## config.mk

```make
export PLATFORM = sky130hd
export DESIGN_NAME = rwmf_median
export DESIGN_NICKNAME = d
export VERILOG_FILES = /design/src/rtl/assert_macros.svh /design/src/rtl/rwmf_pkg.sv /design/src/rtl/rwmf_median.sv
export SDC_FILE = /design/constraint.sdc
export NUM_CORES = 1
export LEC_CHECK = 0
export CAP_MARGIN = 15
export CORE_ASPECT_RATIO = 1.25
export CORE_UTILIZATION = 35
export CTS_BUF_LIST = sky130_fd_sc_hd__clkbuf_8
export DETAILED_ROUTE_END_ITERATION = 7
export DONT_BUFFER_PORTS = 1
export GPL_ROUTABILITY_DRIVEN = 0
export PLACE_DENSITY = 0.5
export SKIP_LAST_GASP = 1
export SLEW_MARGIN = 40
export SYNTH_ARGS = -nofsm -noshare
export SYNTH_HDL_FRONTEND = slang
export SYNTH_SLANG_ARGS = --single-unit
```

## constraint.sdc

```tcl
create_clock -name clk -period 4.4 [get_ports clk]
set_input_delay 0.66 -clock clk [delete_from_list [all_inputs] [get_ports clk]]
set_output_delay 0.66 -clock clk [all_outputs]
set_load 0.005 [all_outputs]
```

## src/rtl/assert_macros.svh

```systemverilog
// assertion macros shared by the filter rtl
// expects clk and rst_n in the scope of use
`ifndef ASSERT_MACROS_SVH
`define ASSERT_MACROS_SVH

// same-cycle implication, checked out of reset
`define RWMF_ASSERT_NOW(lbl, ante, cons) \
    lbl: assert property (@(posedge clk) disable iff (!rst_n) (ante) |-> (cons)) \
        else $error("rwmf same-cycle check failed");

// next-cycle implication, checked out of reset
`define RWMF_ASSERT_NEXT(lbl, ante, cons) \
    lbl: assert property (@(posedge clk) disable iff (!rst_n) (ante) |=> (cons)) \
        else $error("rwmf next-cycle check failed");

`endif

```

## src/rtl/rwmf_pkg.sv

```systemverilog
// types and constants of the rgb window median filter
// no dependencies
package rwmf_pkg;

    localparam int PIX_W       = 24;
    localparam int CH_W        = 8;
    localparam int KEY_W       = 10;
    localparam int DIM_W       = 13;
    localparam int OUT_W       = 12;
    localparam int CFG_IDX_W   = 8;
    localparam int QUEUE_DEPTH = 8;
    localparam int QCNT_W      = 4;
    localparam int MAX_RESULTS = 4;
    localparam int RCNT_W      = 2;

    localparam logic [DIM_W-1:0] WIDTH_RESET  = 13'd640;
    localparam logic [DIM_W-1:0] HEIGHT_RESET = 13'd480;

    // configuration register indexes
    localparam logic [CFG_IDX_W-1:0] CFG_IMAGE_WIDTH  = 8'd0;
    localparam logic [CFG_IDX_W-1:0] CFG_IMAGE_HEIGHT = 8'd1;

    // output coordinate ranges of one finished window
    typedef struct packed {
        logic [DIM_W-1:0] a_lo;
        logic [DIM_W-1:0] a_hi;
        logic [DIM_W-1:0] b_lo;
        logic [DIM_W-1:0] b_hi;
        logic             emit;
    } range_t;

    // one queued job: median pixel and the results it feeds
    typedef struct packed {
        logic [PIX_W-1:0] med;
        logic [DIM_W-1:0] a_lo;
        logic [DIM_W-1:0] a_hi;
        logic [DIM_W-1:0] b_lo;
        logic [DIM_W-1:0] b_hi;
    } job_t;

    // pixel rank key: red + green + blue
    function automatic logic [KEY_W-1:0] key_of(input logic [PIX_W-1:0] p);
        key_of = KEY_W'(p[7:0]) + KEY_W'(p[15:8]) + KEY_W'(p[23:16]);
    endfunction

endpackage

```

## src/rtl/rwmf_median.sv

```systemverilog
// rank network: ranks window pixels by key and picks the middle one
// depends on rwmf_pkg
module rwmf_median #(
    parameter int WINDOW = 3
) (
    input  logic                                          clk,
    input  logic                                          rst_n,
    input  logic                                          win_valid,
    input  logic [WINDOW*WINDOW-1:0][rwmf_pkg::PIX_W-1:0] win,
    input  logic [WINDOW*WINDOW-1:0]                      win_mask,
    input  rwmf_pkg::range_t                              win_rng,
    output logic                                          rank_valid,
    output logic                                          push,
    output rwmf_pkg::job_t                                job
);
    localparam int NW   = WINDOW * WINDOW;
    localparam int RK_W = $clog2(NW + 1);
    localparam int PW   = rwmf_pkg::PIX_W;

    logic [NW-1:0][RK_W-1:0] rank_next, rank_reg;
    logic [NW-1:0][PW-1:0]   win_reg;
    logic [NW-1:0]           mask_reg;
    rwmf_pkg::range_t        rng_reg;
    logic                    valid_reg;
    logic [PW-1:0]           med;

    // pairwise compare, descending key, earlier position wins ties
    always_comb
    begin
        logic [rwmf_pkg::KEY_W-1:0] ki, kj;
        for (int i = 0; i < NW; i++)
        begin
            rank_next[i] = '0;
            ki = rwmf_pkg::key_of(win[i]);
            for (int j = 0; j < NW; j++)
            begin
                kj = rwmf_pkg::key_of(win[j]);
                if (win_mask[j] && (kj > ki || (kj == ki && j < i)))
                    rank_next[i] = rank_next[i] + RK_W'(1);
            end
        end
    end

    always_ff @(posedge clk or negedge rst_n)
    begin
        if (!rst_n)
            valid_reg <= 1'b0;
        else
            valid_reg <= win_valid;
    end

    always_ff @(posedge clk)
    begin
        if (win_valid)
        begin
            rank_reg <= rank_next;
            win_reg  <= win;
            mask_reg <= win_mask;
            rng_reg  <= win_rng;
        end
    end

    // pick the pixel whose rank is n/2
    always_comb
    begin
        logic [RK_W-1:0] mid;
        mid = RK_W'($countones(mask_reg)) >> 1;
        med = '0;
        for (int i = 0; i < NW; i++)
        begin
            if (mask_reg[i] && rank_reg[i] == mid)
                med = med | win_reg[i];
        end
    end

    assign rank_valid = valid_reg;
    assign push       = valid_reg && rng_reg.emit;
    assign job.med    = med;
    assign job.a_lo   = rng_reg.a_lo;
    assign job.a_hi   = rng_reg.a_hi;
    assign job.b_lo   = rng_reg.b_lo;
    assign job.b_hi   = rng_reg.b_hi;
endmodule

```

==> flow_metrics.env <==
export IMPL_status="finished, violations left"
export IMPL_violations="setup timing"
export IMPL_syn_num_nets=3937
export IMPL_cp_data_required_time_ns=4.83
export IMPL_vias=30200
export IMPL_hold_class="in2reg"
export IMPL_antenna_found_initial=11
export IMPL_rsz0062_at_grt="yes"
export IMPL_dieArea_sq_um=90700
export IMPL_power_leakage_uw=0.0205
export IMPL_overflow=0
export IMPL_setup_violations=60
export IMPL_dp_slack_ns=-3.71
export IMPL_htree_levels=2
export IMPL_synthCells=3128
export IMPL_grt_max_degree=316
export IMPL_cp_num_buf_inv=5
export IMPL_cts_buffer_depth=3
export IMPL_period_minus_slack_ns=7.34
export IMPL_dr_wl_met2_mm=67.1
export IMPL_dp_hpwl_mm=112
export IMPL_async_flop_share=0.00317
export IMPL_hold_depth=0
export IMPL_maxSlewViolCount=0
export IMPL_grt_pass1_vias=30900
export IMPL_whs_ns=0.0563
export IMPL_first_pass_iters=5
export IMPL_syn_avg_cell_area_sq_um=10.0
export IMPL_drc=0
export IMPL_crit_path_top_delay_cell="fa_2"
export IMPL_numCtsBuffers=53
export IMPL_worstMarginPinSlew_ns=0.712
export IMPL_synth_seq_area_share=0.302
export IMPL_met1_length_mm=49.4
export IMPL_final_cell_mix="buf_4, ha_1, edfxtp_1, inv_1, nand2_1"
export IMPL_fin_util=0.527
export IMPL_finalSetupTns_ns=-100.95
export IMPL_routed_top_layer="met4"
export IMPL_area_growth_pct=49.1
export IMPL_synthFlopType="edfxtp_1"
export IMPL_grt_usage=0.298
export IMPL_largest_reg_flops=216
export IMPL_fp_dieH_um=336
export IMPL_yosysUniqueCellTypes=116
export IMPL_cpMostUsedCell="ha_4"
export IMPL_path_class="in2reg"
export IMPL_dp_cells=5203
export IMPL_yosysWarnings=0
export IMPL_final_layout_size_suffix_gt1_frac=0.434
export IMPL_dr_wl_met3_mm=9.69
export IMPL_finalCritPeriodShare=1.67
export IMPL_critPathCaptureType="flop"
export IMPL_syn_cell_area_sq_um=31300
export IMPL_setup_ws_ns=-2.94
export IMPL_cts_tree="built"
export IMPL_drv_cap=0
export IMPL_drt_iter0_drc=2112
export IMPL_synth_enable_flop_cells=314
export IMPL_layoutNonFillerInstCount=5475
export IMPL_clk_pin_slew_worst_paths_ns=0.07
export IMPL_critical_path_max_fanout=4
export IMPL_viasPerCell=5.51
export IMPL_io_buffers=0
export IMPL_clock_sinks=315
export IMPL_grt_first_pass_wirelength_mm=200
export IMPL_wl_per_cell_um=25.5
export IMPL_peakVddDrop_mv=0.724
export IMPL_nets=5048
export IMPL_power_density_nw_per_um2=902
export IMPL_coreArea_sq_um=88500
export IMPL_fmaxAchievable_mhz=136
export IMPL_min_delay_start="win[40]"
export IMPL_startpoint_type="primary input"
export IMPL_root_buffer="clkbuf_8"
export IMPL_slew_headroom=0.525
export IMPL_cp_top_family="adder cells"
export IMPL_hold_violations=0
export IMPL_worstHoldEndpoint="win_reg[40]"
export IMPL_io_pins=359
export IMPL_fp_dieW_um=270
export IMPL_max_stage_delay_ns=0.36
export IMPL_final_common_cell="buf_4"
export IMPL_drt_wl_total_mm=140
export IMPL_ys_ff_latch=315
export IMPL_final_antenna_net_count=0
export IMPL_worstPathArrival_ns=7.77
export IMPL_num_rows=122
export IMPL_initial_utilization=0.354
-- where the power goes --
group	switching, uW	leakage [uW]	internal (uW)
sequential	186	0.00308	3980
clock	1370	0.000571	1320
combinational	17100	0.0169	18200
-- synthesized netlist by cell type (52+ instances only) --
master,instances,area [sq um]
nor3_1,59,295
buf_4,53,398
a21oi_1,168,841
nand2_1,160,601
a21o_1,86,646
xnor2_1,183,1600
o21ai_0,113,566
edfxtp_1,314,9430
nor2_1,157,589
xor2_1,82,718
nand3_1,80,400
ha_1,485,6070
nand4_1,52,325
inv_1,252,946
-- worst max-delay path by stage --
stage,end,start,depth (start not counted),slack [ns]
3_3_place_gp,rank_reg[17],win[96],41,-3.56
4_1_cts,rank_reg[17],win[96],42,-2.73
6_report,rank_reg[17],win[96],40,-2.94
2_1_floorplan,rank_reg[17],win[96],43,-3.25
3_5_place_dp,rank_reg[17],win[96],41,-3.71
5_1_grt,rank_reg[19],win[96],41,-3.24
-- cells by family after synthesis --
logic type / Yosys count / share of synthesized area
xor+xnor: 289 / 0.0907
buf+inv: 368 / 0.0511
fa+ha+maj: 565 / 0.233
simple gates: 749 / 0.124
flops: 315 / 0.302
compound gates: 808 / 0.187
mux: 34 / 0.0116
-- repair_timing --
item                       in CTS  in global routing
buffers inserted              106                 66
setup endpoints to repair      60                 60
pin swaps                     200                167
resized for setup             370                227
hold buffers                    7                  0
gates cloned                    1                  0
hold endpoints to repair        7                  0
-- cell type report --
cell class | count | area, sq um
Sequential cell | 315 | 9450
Clock inverter | 44 | 307
Tap cell | 1178 | 1470
Inverter | 262 | 1020
Timing Repair Buffer | 1162 | 9470
Multi-Input combinational cell | 2445 | 24200
Antenna cell | 16 | 40.0
Fill cell | 7830 | 41900
Clock buffer | 53 | 729
-- metal layers --
layer,GRT usage,vias to the layer above
met5,0,-
met4,0.242,0
met3,0.0625,415
met2,0.518,1235
met1,0.313,14600
li1,-,14000
-- metrics by stage --
step | power (uW) | cell area, sq um
2_1_floorplan | 20000 | 32300
3_3_place_gp | 31700 | 41000
3_5_place_dp | 32700 | 41000
4_1_cts | 39300 | 45000
5_1_grt | 45000 | 46700
6_report | 42100 | 46700
Power figures use the tool's default switching activity.
