[config.mk]
export PLATFORM = sky130hd
export DESIGN_NAME = rwmf_back_flat
export DESIGN_NICKNAME = d
export VERILOG_FILES = /design/src/rtl/assert_macros.svh /design/src/rtl/rwmf_pkg.sv /design/src/rtl/rwmf_if.sv /design/src/rtl/rwmf_back.sv /design/src/flat_wrapper.sv
export SDC_FILE = /design/constraint.sdc
export NUM_CORES = 1
export LEC_CHECK = 0
export ABC_CLOCK_PERIOD_IN_PS = 3700
export BUFFER_PORTS_ARGS = -buffer_cell sky130_fd_sc_hd__buf_2
export CORE_MARGIN = 4
export CORE_UTILIZATION = 48
export DETAILED_ROUTE_END_ITERATION = 6
export PLACE_DENSITY = 0.87
export SYNTH_ARGS = -nofsm -noshare
export SYNTH_HDL_FRONTEND = slang
export SYNTH_SLANG_ARGS = --single-unit
[constraint.sdc]
create_clock -name clk -period 3.7 [get_ports clk]
set_input_delay 0.37 -clock clk [delete_from_list [all_inputs] [get_ports clk]]
set_output_delay 0.37 -clock clk [all_outputs]
set_load 0.01 [all_outputs]
[src/rtl/assert_macros.svh]
// assertion macros shared by the filter rtl
// expects clk and rst_n in the scope of use
`ifndef ASSERT_MACROS_SVH
`define ASSERT_MACROS_SVH

// same-cycle implication, checked out of reset
`define RWMF_ASSERT_NOW(lbl, ante, cons) \
    lbl: assert property (@(posedge clk) disable iff (!rst_n) (ante) |-> (cons)) \
        else $error("rwmf same-cycle check failed");

// next-cycle implication, checked out of reset
`define RWMF_ASSERT_NEXT(lbl, ante, cons) \
    lbl: assert property (@(posedge clk) disable iff (!rst_n) (ante) |=> (cons)) \
        else $error("rwmf next-cycle check failed");

`endif

[src/rtl/rwmf_pkg.sv]
// types and constants of the rgb window median filter
// no dependencies
package rwmf_pkg;

    localparam int PIX_W       = 24;
    localparam int CH_W        = 8;
    localparam int KEY_W       = 10;
    localparam int DIM_W       = 13;
    localparam int OUT_W       = 12;
    localparam int CFG_IDX_W   = 8;
    localparam int QUEUE_DEPTH = 8;
    localparam int QCNT_W      = 4;
    localparam int MAX_RESULTS = 4;
    localparam int RCNT_W      = 2;

    localparam logic [DIM_W-1:0] WIDTH_RESET  = 13'd640;
    localparam logic [DIM_W-1:0] HEIGHT_RESET = 13'd480;

    // configuration register indexes
    localparam logic [CFG_IDX_W-1:0] CFG_IMAGE_WIDTH  = 8'd0;
    localparam logic [CFG_IDX_W-1:0] CFG_IMAGE_HEIGHT = 8'd1;

    // output coordinate ranges of one finished window
    typedef struct packed {
        logic [DIM_W-1:0] a_lo;
        logic [DIM_W-1:0] a_hi;
        logic [DIM_W-1:0] b_lo;
        logic [DIM_W-1:0] b_hi;
        logic             emit;
    } range_t;

    // one queued job: median pixel and the results it feeds
    typedef struct packed {
        logic [PIX_W-1:0] med;
        logic [DIM_W-1:0] a_lo;
        logic [DIM_W-1:0] a_hi;
        logic [DIM_W-1:0] b_lo;
        logic [DIM_W-1:0] b_hi;
    } job_t;

    // pixel rank key: red + green + blue
    function automatic logic [KEY_W-1:0] key_of(input logic [PIX_W-1:0] p);
        key_of = KEY_W'(p[7:0]) + KEY_W'(p[15:8]) + KEY_W'(p[23:16]);
    endfunction

endpackage

[src/rtl/rwmf_if.sv]


interface rwmf_res_if;
    logic                       valid;
    logic                       ready;
    logic [rwmf_pkg::OUT_W-1:0] out_row;
    logic [rwmf_pkg::OUT_W-1:0] out_col;
    logic [rwmf_pkg::CH_W-1:0]  median_red;
    logic [rwmf_pkg::CH_W-1:0]  median_green;
    logic [rwmf_pkg::CH_W-1:0]  median_blue;
    logic                       run_end;
    modport source (output valid, out_row, out_col, median_red, median_green,
                    median_blue, run_end, input ready);
    modport sink (input valid, out_row, out_col, median_red, median_green,
                  median_blue, run_end, output ready);
endinterface


[src/rtl/rwmf_back.sv]
// result sequencer: walks each job's coordinates into the output register
// depends on rwmf_pkg and rwmf_if
module rwmf_back (
    input  logic                clk,
    input  logic                rst_n,
    input  rwmf_pkg::job_t      head,
    input  logic                empty,
    output logic                pop,
    output logic [rwmf_pkg::RCNT_W-1:0] rcnt,
    rwmf_res_if.source          res
);
    localparam int DW = rwmf_pkg::DIM_W;

    logic [DW-1:0]                 da_reg, da_next, db_reg, db_next;
    logic [rwmf_pkg::RCNT_W-1:0]   cnt_reg, cnt_next;
    logic [DW-1:0]                 a_cur, b_cur;
    logic                          load, last;
    logic                          out_valid_reg;
    logic [rwmf_pkg::OUT_W-1:0]    row_reg, col_reg;
    logic [rwmf_pkg::PIX_W-1:0]    med_reg;
    logic                          end_reg;

    // current coordinate and end of job
    assign a_cur = head.a_lo + da_reg;
    assign b_cur = head.b_lo + db_reg;
    assign load  = !empty && (!out_valid_reg || res.ready);
    assign last  = (32'(cnt_reg) == rwmf_pkg::MAX_RESULTS - 1)
                || (a_cur == head.a_hi && b_cur == head.b_hi);
    assign pop   = load && last;

    // iterator advance
    always_comb
    begin
        da_next  = da_reg;
        db_next  = db_reg;
        cnt_next = cnt_reg;
        if (load)
        begin
            if (last)
            begin
                da_next  = '0;
                db_next  = '0;
                cnt_next = '0;
            end
            else
            begin
                cnt_next = cnt_reg + rwmf_pkg::RCNT_W'(1);
                if (b_cur == head.b_hi)
                begin
                    db_next = '0;
                    da_next = da_reg + DW'(1);
                end
                else
                    db_next = db_reg + DW'(1);
            end
        end
    end

    always_ff @(posedge clk or negedge rst_n)
    begin
        if (!rst_n)
        begin
            da_reg        <= '0;
            db_reg        <= '0;
            cnt_reg       <= '0;
            out_valid_reg <= 1'b0;
        end
        else
        begin
            da_reg  <= da_next;
            db_reg  <= db_next;
            cnt_reg <= cnt_next;
            if (load)
                out_valid_reg <= 1'b1;
            else if (res.ready)
                out_valid_reg <= 1'b0;
        end
    end

    // output register payload
    always_ff @(posedge clk)
    begin
        if (load)
        begin
            row_reg <= a_cur[rwmf_pkg::OUT_W-1:0];
            col_reg <= b_cur[rwmf_pkg::OUT_W-1:0];
            med_reg <= head.med;
            end_reg <= last;
        end
    end

    assign rcnt             = cnt_reg;
    assign res.valid        = out_valid_reg;
    assign res.out_row      = row_reg;
    assign res.out_col      = col_reg;
    assign res.median_red   = med_reg[7:0];
    assign res.median_green = med_reg[15:8];
    assign res.median_blue  = med_reg[23:16];
    assign res.run_end      = end_reg;
endmodule

[src/flat_wrapper.sv]
// flat-port wrapper written by rule: the top's interface ports become plain ports
module rwmf_back_flat 
  (clk, rst_n, head, empty, pop, rcnt, res_valid, res_out_row, res_out_col, res_median_red, res_median_green, res_median_blue, res_run_end, res_ready);
  rwmf_res_if res_i ();
  input  logic clk;
  input  logic rst_n;
  input  rwmf_pkg::job_t head;
  input  logic empty;
  output logic pop;
  output logic [rwmf_pkg::RCNT_W-1:0] rcnt;
  output wire logic [$bits(res_i.valid)-1:0] res_valid;
  output wire logic [$bits(res_i.out_row)-1:0] res_out_row;
  output wire logic [$bits(res_i.out_col)-1:0] res_out_col;
  output wire logic [$bits(res_i.median_red)-1:0] res_median_red;
  output wire logic [$bits(res_i.median_green)-1:0] res_median_green;
  output wire logic [$bits(res_i.median_blue)-1:0] res_median_blue;
  output wire logic [$bits(res_i.run_end)-1:0] res_run_end;
  input wire logic [$bits(res_i.ready)-1:0] res_ready;
  assign res_valid = res_i.valid;
  assign res_out_row = res_i.out_row;
  assign res_out_col = res_i.out_col;
  assign res_median_red = res_i.median_red;
  assign res_median_green = res_i.median_green;
  assign res_median_blue = res_i.median_blue;
  assign res_run_end = res_i.run_end;
  assign res_i.ready = res_ready;
  rwmf_back u_core (.clk(clk), .rst_n(rst_n), .head(head), .empty(empty), .pop(pop), .rcnt(rcnt), .res(res_i));
endmodule
==> flow_summary_export.csv, run 1 <==
group,metric,value,unit
clocking,insertion_delay,0.36,ns
setup_path,critPathMaxStageDelay,0.41,ns
floorplanning,die_area,11300,µm²
global_route,grt_max_degree,38,
drt,firstDrtPassIters,5,
run_status,status,"complete, but fails checks",
setup_path,startpoint_type,"flip-flop",
finish,final_nets,681,
global_route,overflow,0,
timing,skew,0.0181,ns
timing,setup_viol,1,
finish,fillers,749,
setup_path,reg2reg_to,"u_core.da_reg[11]$_DFFE_PN0P_",
logic_synthesis,ys_ff_latch,78,
logic_synthesis,syn-cell-area,4660,µm²
finish,largest_reg_flops,24,
floorplanning,num_rows,35,
setup_path,arrival,3.46,ns
setup_path,path_max_fanout,6,
finish,finalInstanceArea,5870,µm²
logic_synthesis,netlist.area_leader.share,31.6,%
timing,hold_violations,0,
logic_synthesis,synth_area_leaders,"edfxtp_1, dfrtp_1, ha_1, xnor2_1, xnor3_1",
power,power.density,474,nW/µm²
drt,ant_nets,0,
timing,tightest_slew,0.623,ns
clocking,cts-root-buf,"clkbuf_8",
logic_synthesis,ys_warn_count,0,
finish,antenna_cells,0,
setup_path,reg2reg_depth,12,
logic_synthesis,netlist_instances,420,
drt,wirelength,11300,µm
global_route,grt_usage,19.4,%
power,p_total,2.78,mW
finish,layout_common_cells,"buf_2, edfxtp_1, dfrtp_1",
run_status,violations,"setup timing",
clocking,cts_tree,"built",
timing,maxSlewViolCount,0,
timing,slew-limit-headroom,58.1,%
logic_synthesis,synthesis.nets,529,
timing,worst_slack,-0.127,ns
drt,wl_met3,707,µm
place,place_congestion,0.888,
floorplanning,start_util,49.9,%
job,maxCapViolCount,0,
clocking,clk_pin_slew,0.10,ns
drt,drt_iter0_markers,236,
drt,via_per_inst,5.56,
floorplanning,die_w,107,µm
clocking,cts_hold_buf,0,
logic_synthesis,ys.flop_type,"edfxtp_1",
drt,top_layer,"met4",
finish,drive_above_1_share,34.3,%
drt,wl_met1,4690,µm
clocking,clock_sinks,78,
global_route,grt_pass1_wl,17800,µm
finish,area_delta_synth_final,26.0,%
timing,fin_tns_setup,-0.127,ns
logic_synthesis,synth_cell_types,63,
logic_synthesis,synth-async-reset-ratio,37.2,%
global_route,antenna_found_initial,0,
power,p_leak,2.63,nW
setup_path,cp.required,3.33,ns
logic_synthesis,yosys.area.top_type,"edfxtp_1",
place,dp.final_hpwl,8620,µm
finish,final_common_cell,"buf_2",
floorplanning,die_y,107,µm
clocking,cts_max_level,3,
setup_path,rrSetupSlack,0.10,ns
clocking,cts_made_buffers,9,
timing,max_freq,261,MHz
drt,wl_met2,5620,µm
logic_synthesis,syn_avg_cell_area,11.1,µm²
power,irDropWorstVdd,0.190,mV
drt,vias,3922,
worst_hold_path,hold_path.class,"primary input to asynchronous set/reset pin",
setup_path,end_kind,"output pin",
setup_path,crit_slowest_cell,"dfrtp_1",
finish,finalNonFillerCells,706,
setup_path,critical_path_class,"flip-flop to output pin",
drt,route.detailed.drc,0,
global_route,grt_pass1_vias,3867,
timing,fin_crit_sh,103,%
setup_path,crit_chain,"ha_1 -> and2_1 -> a221oi_1 -> and2_2 -> xnor3_1 -> a2111o_1 -> nor4_2 -> buf_4 -> nand2_4 -> o31ai_4 -> and2_4 -> buf_6",
timing,rsz0062_at_grt,"true",
logic_synthesis,ys_seq_area_share,47.2,%
clocking,cts.path.max_buffers,2,
logic_synthesis,synth_edf_count,49,
place,placed_area,5570,µm²
floorplanning,coreArea,9330,µm²
place,placedCellCount,688,
timing,period_needed,3.83,ns
floorplanning,ioPinCount,133,
drt,routedWlPerCell,15.9,µm
setup_path,crit-reg2reg-launch,"u_core.db_reg[0]$_DFFE_PN0P_",
place,port-buffer-count,132,
==> area by class of cell <==
| type | instances | area, µm² | share of cell area, % |
|---|---|---|---|
| flip-flops and latches | 78 | 2200 | 37.4 |
| multi-input cells | 309 | 2420 | 41.3 |
| clock inverters | 7 | 56.3 | 0.959 |
| repair buffers | 154 | 832 | 14.2 |
| well taps | 129 | 161 | 2.75 |
| clock buffers | 9 | 124 | 2.11 |
| inverters | 20 | 75.1 | 1.28 |
==> worst max path at each step <==
stage                                       from  end  slack, ns  cells past startpoint
floorplan           u_core.da_reg[0]$_DFFE_PN0P_  pop       0.10                     12
global placement                        head[39]  pop     0.0002                     15
detailed placement                      head[39]  pop      -0.12                     15
CTS                 u_core.da_reg[0]$_DFFE_PN0P_  pop      -0.13                     14
global route        u_core.da_reg[0]$_DFFE_PN0P_  pop      -0.28                     13
finish              u_core.da_reg[4]$_DFFE_PN0P_  pop      -0.13                     12
==> timing repair <==
item,4_1_cts,5_1_grt
buffers inserted,1,1
gates resized for setup,13,11
endpoints found under the setup margin,1,19
pin swaps,6,1
gates cloned,0,0
==> cell families after synthesis <==
kind of cell	synth area share [%]
AO/OA/AOI/OAI	15.4
XOR/XNOR	12.2
adder cells (fa/ha/maj)	8.11
buffers and inverters	2.87
flip-flops	47.2
multiplexers	0.215
AND/OR/NAND/NOR	14.1
==> where the power goes <==
part	total (mW)	switching, mW	internal [mW]
Clock	0.591	0.340	0.252
Combinational	1.05	0.569	0.478
Sequential	1.14	0.0691	1.07
Total	2.78	0.978	1.80
==> cells in the mapped netlist, drive strengths merged, types with 4 or more instances <==
library cell,n
clkbuf,9
nor2,19
o31ai,4
o22ai,5
edfxtp,49
nand3,22
inv,20
xor2,15
a31oi,7
a21o,8
and2,6
a21oi,16
nand2,23
and3,5
o21ai,24
xnor2,29
nand4,6
or3,8
a211oi,5
o311ai,4
xnor3,7
nand2b,8
ha,27
a22oi,5
nand3b,4
nor3,7
buf,4
dfrtp,29
o211ai,6
==> critical path, delay by kind of cell (launching register included) <==
kind	cells	cell delay, ns
adders and majority gates	1	0.38
DFF	1	0.41
and+or+nand+nor	5	0.90
buffers and inverters	2	0.27
xor gates and xnor gates	1	0.24
AOI/OAI and AO/OA	3	0.91
==> stage by stage <==
step / hold slack, ns / utilization [%] / setup slack, ns
2_1_floorplan: 0.0744 / - / 0.102
3_3_place_gp: 0.440 / 59.7 / 0.000246
3_5_place_dp: 0.444 / 59.7 / -0.125
4_1_cts: 0.0514 / 62.3 / -0.128
5_1_grt: 0.0800 / 62.9 / -0.276
6_report: 0.0257 / 62.9 / -0.127
==> layer usage <==
metal  GRT usage, %  up-vias
li1               -     1882
met1           23.6     1868
met2           34.3      150
met3           3.28       22
met4           7.76        0
met5              0        -
Note: power is estimated with default switching activity, not from simulation.
==> run 2, diff against run 1 <==
ABC_AREA = 1   (was unset)
CORE_ASPECT_RATIO = 0.8   (was unset)
CORE_UTILIZATION = 49   (was 48)
==> flow_summary_export.csv, run 2 <==
group,metric,value,unit
run_status,status,"complete, no violations",
job,maxCapViolCount,0,
clocking,cts_made_buffers,9,
timing,maxSlewViolCount,0,
logic_synthesis,syn_avg_cell_area,8.04,µm²
finish,final_nets,894,
global_route,antenna_found_initial,0,
power,power.density,436,nW/µm²
setup_path,cp.required,3.33,ns
drt,ant_nets,0,
power,irDropWorstVdd,0.261,mV
logic_synthesis,synthTopCellsByCount,"nand2_1, inv_1, nand3_1",
place,placedCellCount,914,
setup_path,crit_top_cell,"nor2_1",
logic_synthesis,ys_warn_count,0,
clocking,cts.path.max_buffers,2,
logic_synthesis,syn-cell-area,5200,µm²
logic_synthesis,ys_seq_area_share,42.3,%
clocking,cts_hold_buf,0,
drt,via_per_inst,5.01,
global_route,grt_usage,20.6,%
timing,period_needed,3.46,ns
finish,final_common_cell,"nand2_1",
setup_path,arrival,3.09,ns
finish,antenna_cells,0,
timing,fin_crit_sh,93.6,%
clocking,clk_pin_slew,0.06,ns
worst_hold_path,hold_path.class,"primary input to asynchronous set/reset pin",
drt,wirelength,12600,µm
logic_synthesis,yosys.area.top_type,"edfxtp_1",
logic_synthesis,netlist_instances,646,
global_route,grt_pass1_wl,19900,µm
logic_synthesis,ys_ff_latch,78,
floorplanning,die_w,123,µm
setup_path,path_max_fanout,8,
floorplanning,start_util,50.5,%
clocking,cts_max_level,3,
timing,rsz0062_at_grt,"false",
setup_path,crit_chain,"ha_1 -> inv_1 -> fa_1 -> inv_1 -> nand2_1 -> nand3b_1 -> nand2_1 -> nor2_1 -> nand3_1 -> nor2_1 -> nand3_1 -> nor2_1 -> nand4_1 -> nor2_2 -> nor2_4 -> nor2_2 -> buf_2",
finish,drive_above_1_share,24.7,%
clocking,cts-root-buf,"clkbuf_16",
clocking,cts_resized,0,
finish,fillers,894,
floorplanning,ioPinCount,133,
place,place_congestion,0.959,
floorplanning,coreArea,10300,µm²
place,port-buffer-count,132,
floorplanning,num_rows,33,
logic_synthesis,synth-async-reset-ratio,37.2,%
logic_synthesis,netlist.area_leader.share,28.3,%
setup_path,critical_path_class,"flip-flop to output pin",
timing,fin_tns_setup,0,ns
finish,finalNonFillerCells,929,
drt,drt_iter0_markers,306,
logic_synthesis,ys.flop_type,"edfxtp_1",
setup_path,startpoint_type,"flip-flop",
global_route,grt_pass1_vias,4128,
finish,area_delta_synth_final,20.8,%
power,p_leak,3.36,nW
clocking,cts_tree,"built",
drt,vias,4652,
timing,setup_viol,0,
logic_synthesis,synth_edf_count,49,
global_route,overflow,0,
place,dp.final_hpwl,10100,µm
drt,firstDrtPassIters,5,
setup_path,end_kind,"output pin",
logic_synthesis,synth_area_leaders,"edfxtp_1, nand2_1, dfrtp_1, nand3_1, ha_1",
timing,tightest_slew,0.673,ns
setup_path,critPathMaxStageDelay,0.43,ns
timing,hold_violations,0,
drt,routedWlPerCell,13.5,µm
floorplanning,die_y,100,µm
drt,route.detailed.drc,0,
timing,skew,0.00684,ns
logic_synthesis,synth_cell_types,36,
timing,slew-limit-headroom,55.1,%
setup_path,crit_slowest_cell,"dfrtp_1",
logic_synthesis,synthesis.nets,755,
finish,layout_common_cells,"nand2_1, buf_2, inv_1",
timing,max_freq,289,MHz
global_route,grt_max_degree,48,
clocking,insertion_delay,0.33,ns
finish,largest_reg_flops,24,
clocking,clock_sinks,78,
logic_synthesis,synth_most_common_cell,"nand2_1",
clocking,post_cts_buffers,0,
floorplanning,die_area,12300,µm²
[run 2: final timing paths]
| path | start | endpoint | slack (ns) | cells after the start |
|---|---|---|---|---|
| worst min register to register | u_core.rcnt[1]$_DFFE_PN0P_ | u_core.rcnt[1]$_DFFE_PN0P_ | 0.52 | 2 |
| worst max register to register | u_core.db_reg[0]$_DFFE_PN0P_ | u_core.da_reg[4]$_DFFE_PN0P_ | 0.63 | 18 |
| worst max-delay path | u_core.da_reg[0]$_DFFE_PN0P_ | pop | 0.24 | 17 |
| max in group asynchronous | rst_n | u_core.da_reg[10]$_DFFE_PN0P_ | 3.19 | 1 |
| min in group clk | head[69] | u_core.med_reg[17]$_DFFE_PP_ | 0.21 | 1 |
| worst min-delay path | rst_n | u_core.da_reg[4]$_DFFE_PN0P_ | 0.07 | 1 |
[run 2: cells by family after synthesis]
logic type	Yosys count	synth area share [%]
and+or+nand+nor	385	33.9
DFF	78	42.3
buffers and inverters	98	7.56
adders and majority gates	29	7.27
xor gates and xnor gates	31	5.78
AOI/OAI and AO/OA	25	3.23
[run 2: layout make-up]
cell class | count | area (µm²) | area share (%)
multi-input combinational | 470 | 2620 | 41.7
sequential | 78 | 2200 | 35.0
timing repair buffer | 134 | 676 | 10.8
inverter | 92 | 345 | 5.50
clock buffer | 9 | 225 | 3.59
tap | 140 | 175 | 2.79
clock inverter | 6 | 38.8 | 0.618
[run 2: metrics by stage]
| step | hold slack [ns] | total power, mW | instance area (µm²) | worst slack, ns | util (%) |
|---|---|---|---|---|---|
| 6_report | 0.0749 | 2.74 | 6270 | 0.238 | 61.0 |
| 5_1_grt | 0.140 | 2.91 | 6270 | 0.0355 | 61.0 |
| 3_5_place_dp | 0.445 | 1.95 | 6010 | 0.619 | 58.5 |
| 4_1_cts | 0.0921 | 2.75 | 6270 | 0.201 | 61.0 |
| 2_1_floorplan | 0.0744 | 1.71 | 5200 | 0.899 | - |
| 3_3_place_gp | 0.445 | 1.93 | 6010 | 0.646 | 58.5 |
[run 2: critical path, delay by kind of cell, from the launching register on]
family	cells	cell delay, ns
buffers and inverters	3	0.31
DFF	1	0.43
adders and majority gates	2	0.64
and+or+nand+nor	12	1.36
[run 2: metal layers]
| layer | global-route usage, % | vias up | share of wire [%] |
|---|---|---|---|
| li1 | - | 2376 | - |
| met5 | 0 | - | 0 |
| met4 | 5.28 | 0 | 1.1 |
| met2 | 30.2 | 168 | 43 |
| met3 | 5.58 | 12 | 9.3 |
| met1 | 30.1 | 2096 | 46 |
[run 2: power by group]
part	switching [mW]	internal [mW]	total, mW
Clock	0.340	0.448	0.788
Sequential	0.0565	1.04	1.10
Combinational	0.534	0.314	0.848
Total	0.930	1.81	2.74
==> run 3, diff against run 2 <==
CORE_ASPECT_RATIO = 0.9   (was 0.8)
==> flow_summary_export.csv, run 3 (same netlist as run 2, synthesis figures left out) <==
group,metric,value,unit
run_status,status,"complete, no violations",
drt,via_per_inst,5.03,
timing,slew-limit-headroom,49.3,%
timing,rsz0062_at_grt,"false",
finish,area_delta_synth_final,22.0,%
job,maxCapViolCount,0,
setup_path,end_kind,"output pin",
finish,finalNonFillerCells,922,
power,power_frac_comb,29.7,%
clocking,insertion_delay,0.33,ns
finish,drive_above_1_share,25.1,%
timing,fin_tns_setup,0,ns
floorplanning,ioPinCount,133,
place,dp.final_hpwl,9800,µm
finish,layout_common_cells,"nand2_1, buf_2, inv_1",
finish,postLayoutCoreUtil,61.6,%
global_route,grt_pass1_wl,19900,µm
floorplanning,num_rows,35,
power,irDropWorstVdd,0.370,mV
drt,routedWlPerCell,13.5,µm
timing,max_freq,297,MHz
drt,firstDrtPassIters,5,
drt,route.detailed.drc,0,
clocking,clock_sinks,78,
global_route,overflow,0,
clocking,cts_max_level,3,
clocking,cts.path.max_buffers,2,
finish,final_nets,898,
setup_path,rrSetupSlack,0.64,ns
place,preCtsSetupSlack,0.624,ns
drt,wirelength,12400,µm
power,internal_power,1.96,mW
drt,drt_iter0_markers,266,
global_route,grt_pass1_vias,4336,
clocking,cts_made_buffers,9,
setup_path,critical_path_class,"flip-flop to output pin",
drt,vias,4636,
setup_path,arrival,3.00,ns
place,placedCellCount,902,
clocking,cts_hold_buf,0,
timing,period_needed,3.37,ns
floorplanning,die_w,117,µm
power,switchingPower,0.916,mW
setup_path,cp.required,3.33,ns
clocking,cts_tree,"built",
clocking,cts_resized,0,
timing,worst_hold_slack,0.0767,ns
timing,fin_crit_sh,91.1,%
timing,setup_viol,0,
finish,antenna_cells,0,
setup_path,path_max_fanout,8,
floorplanning,die_area,12300,µm²
setup_path,reg2reg_to,"u_core.da_reg[3]$_DFFE_PN0P_",
finish,final_common_cell,"nand2_1",
timing,maxSlewViolCount,0,
power,p_leak,3.40,nW
floorplanning,coreArea,10300,µm²
place,place_congestion,0.967,
global_route,antenna_found_initial,0,
drt,ant_nets,0,
global_route,grt_usage,20.1,%
power,power.density,453,nW/µm²
timing,worst_slack,0.331,ns
place,port-buffer-count,132,
clocking,cts-root-buf,"clkbuf_16",
power,p_seq_share,38.4,%
finish,largest_reg_flops,24,
floorplanning,die_y,106,µm
setup_path,reg2reg_depth,18,
timing,skew,0.00515,ns
power,swShare,31.9,%
floorplanning,start_util,50.5,%
setup_path,crit-reg2reg-launch,"u_core.db_reg[0]$_DFFE_PN0P_",
setup_path,startpoint_type,"flip-flop",
power,clockPowerShare,31.9,%
worst_hold_path,hold_path.class,"primary input to asynchronous set/reset pin",
clocking,clk_pin_slew,0.06,ns
timing,hold_violations,0,
timing,tightest_slew,0.760,ns
global_route,grt_max_degree,60,
-- run 3: worst max-delay path, stage by stage (launching register included) --
cell     delay [ns]
dfrtp_1        0.46
ha_1           0.23
inv_1          0.06
fa_1           0.52
xor2_1         0.15
nand2_1        0.07
nor2_1         0.12
nand3_1        0.08
nor2_1         0.13
nand3_1        0.11
nor2_1         0.11
nand4_1        0.14
nor2_2         0.17
nor2_4         0.09
nor2_2         0.08
buf_2          0.13
-- run 3: layout make-up --
class	instances	area [µm²]
repair buffers	138	706
inverters	92	345
fillers	911	3950
clock buffers	9	225
well taps	129	161
clock inverters	6	87.6
flip-flops and latches	78	2200
multi-input cells	470	2620
-- run 3: power by group through the flow --
stage	registers, mW	logic [mW]	clock network, mW
detailed placement	1.12	0.826	0
global placement	1.11	0.804	0
finish	1.10	0.854	0.916
floorplan	1.14	0.574	0
global route	1.11	0.962	0.968
CTS	1.10	0.831	0.937
-- run 3: metal layers --
metal | vias up | GRT usage (%) | routed length [µm] | share of wire (%)
met5 | - | 0 | 0 | 0
met4 | 0 | 7.37 | 318 | 2.6
met3 | 26 | 4.08 | 780 | 6.3
met2 | 139 | 32.3 | 5800 | 47
met1 | 2082 | 26.7 | 5530 | 44
li1 | 2389 | - | - | -
-- run 3: worst max-delay path by stage --
stage | from | to | cells after the start
6_report | u_core.da_reg[0]$_DFFE_PN0P_ | pop | 15
2_1_floorplan | u_core.res.valid$_DFFE_PN0P_ | u_core.db_reg[2]$_DFFE_PN0P_ | 5
3_3_place_gp | head[13] | pop | 20
3_5_place_dp | head[13] | pop | 20
5_1_grt | u_core.da_reg[0]$_DFFE_PN0P_ | pop | 15
4_1_cts | u_core.da_reg[0]$_DFFE_PN0P_ | pop | 18
-- run 3: what timing repair did --
action                                  4_1_cts  5_1_grt
endpoints found under the hold margin         0        0
endpoints found under the setup margin        0        1
setup buffers                                 0        5
-- run 3: per-stage QoR --
| stage | instance area (µm²) | power, mW |
|---|---|---|
| 2_1_floorplan | 5200 | 1.71 |
| 3_3_place_gp | 5990 | 1.92 |
| 3_5_place_dp | 5990 | 1.95 |
| 4_1_cts | 6300 | 2.87 |
| 5_1_grt | 6340 | 3.04 |
| 6_report | 6340 | 2.87 |
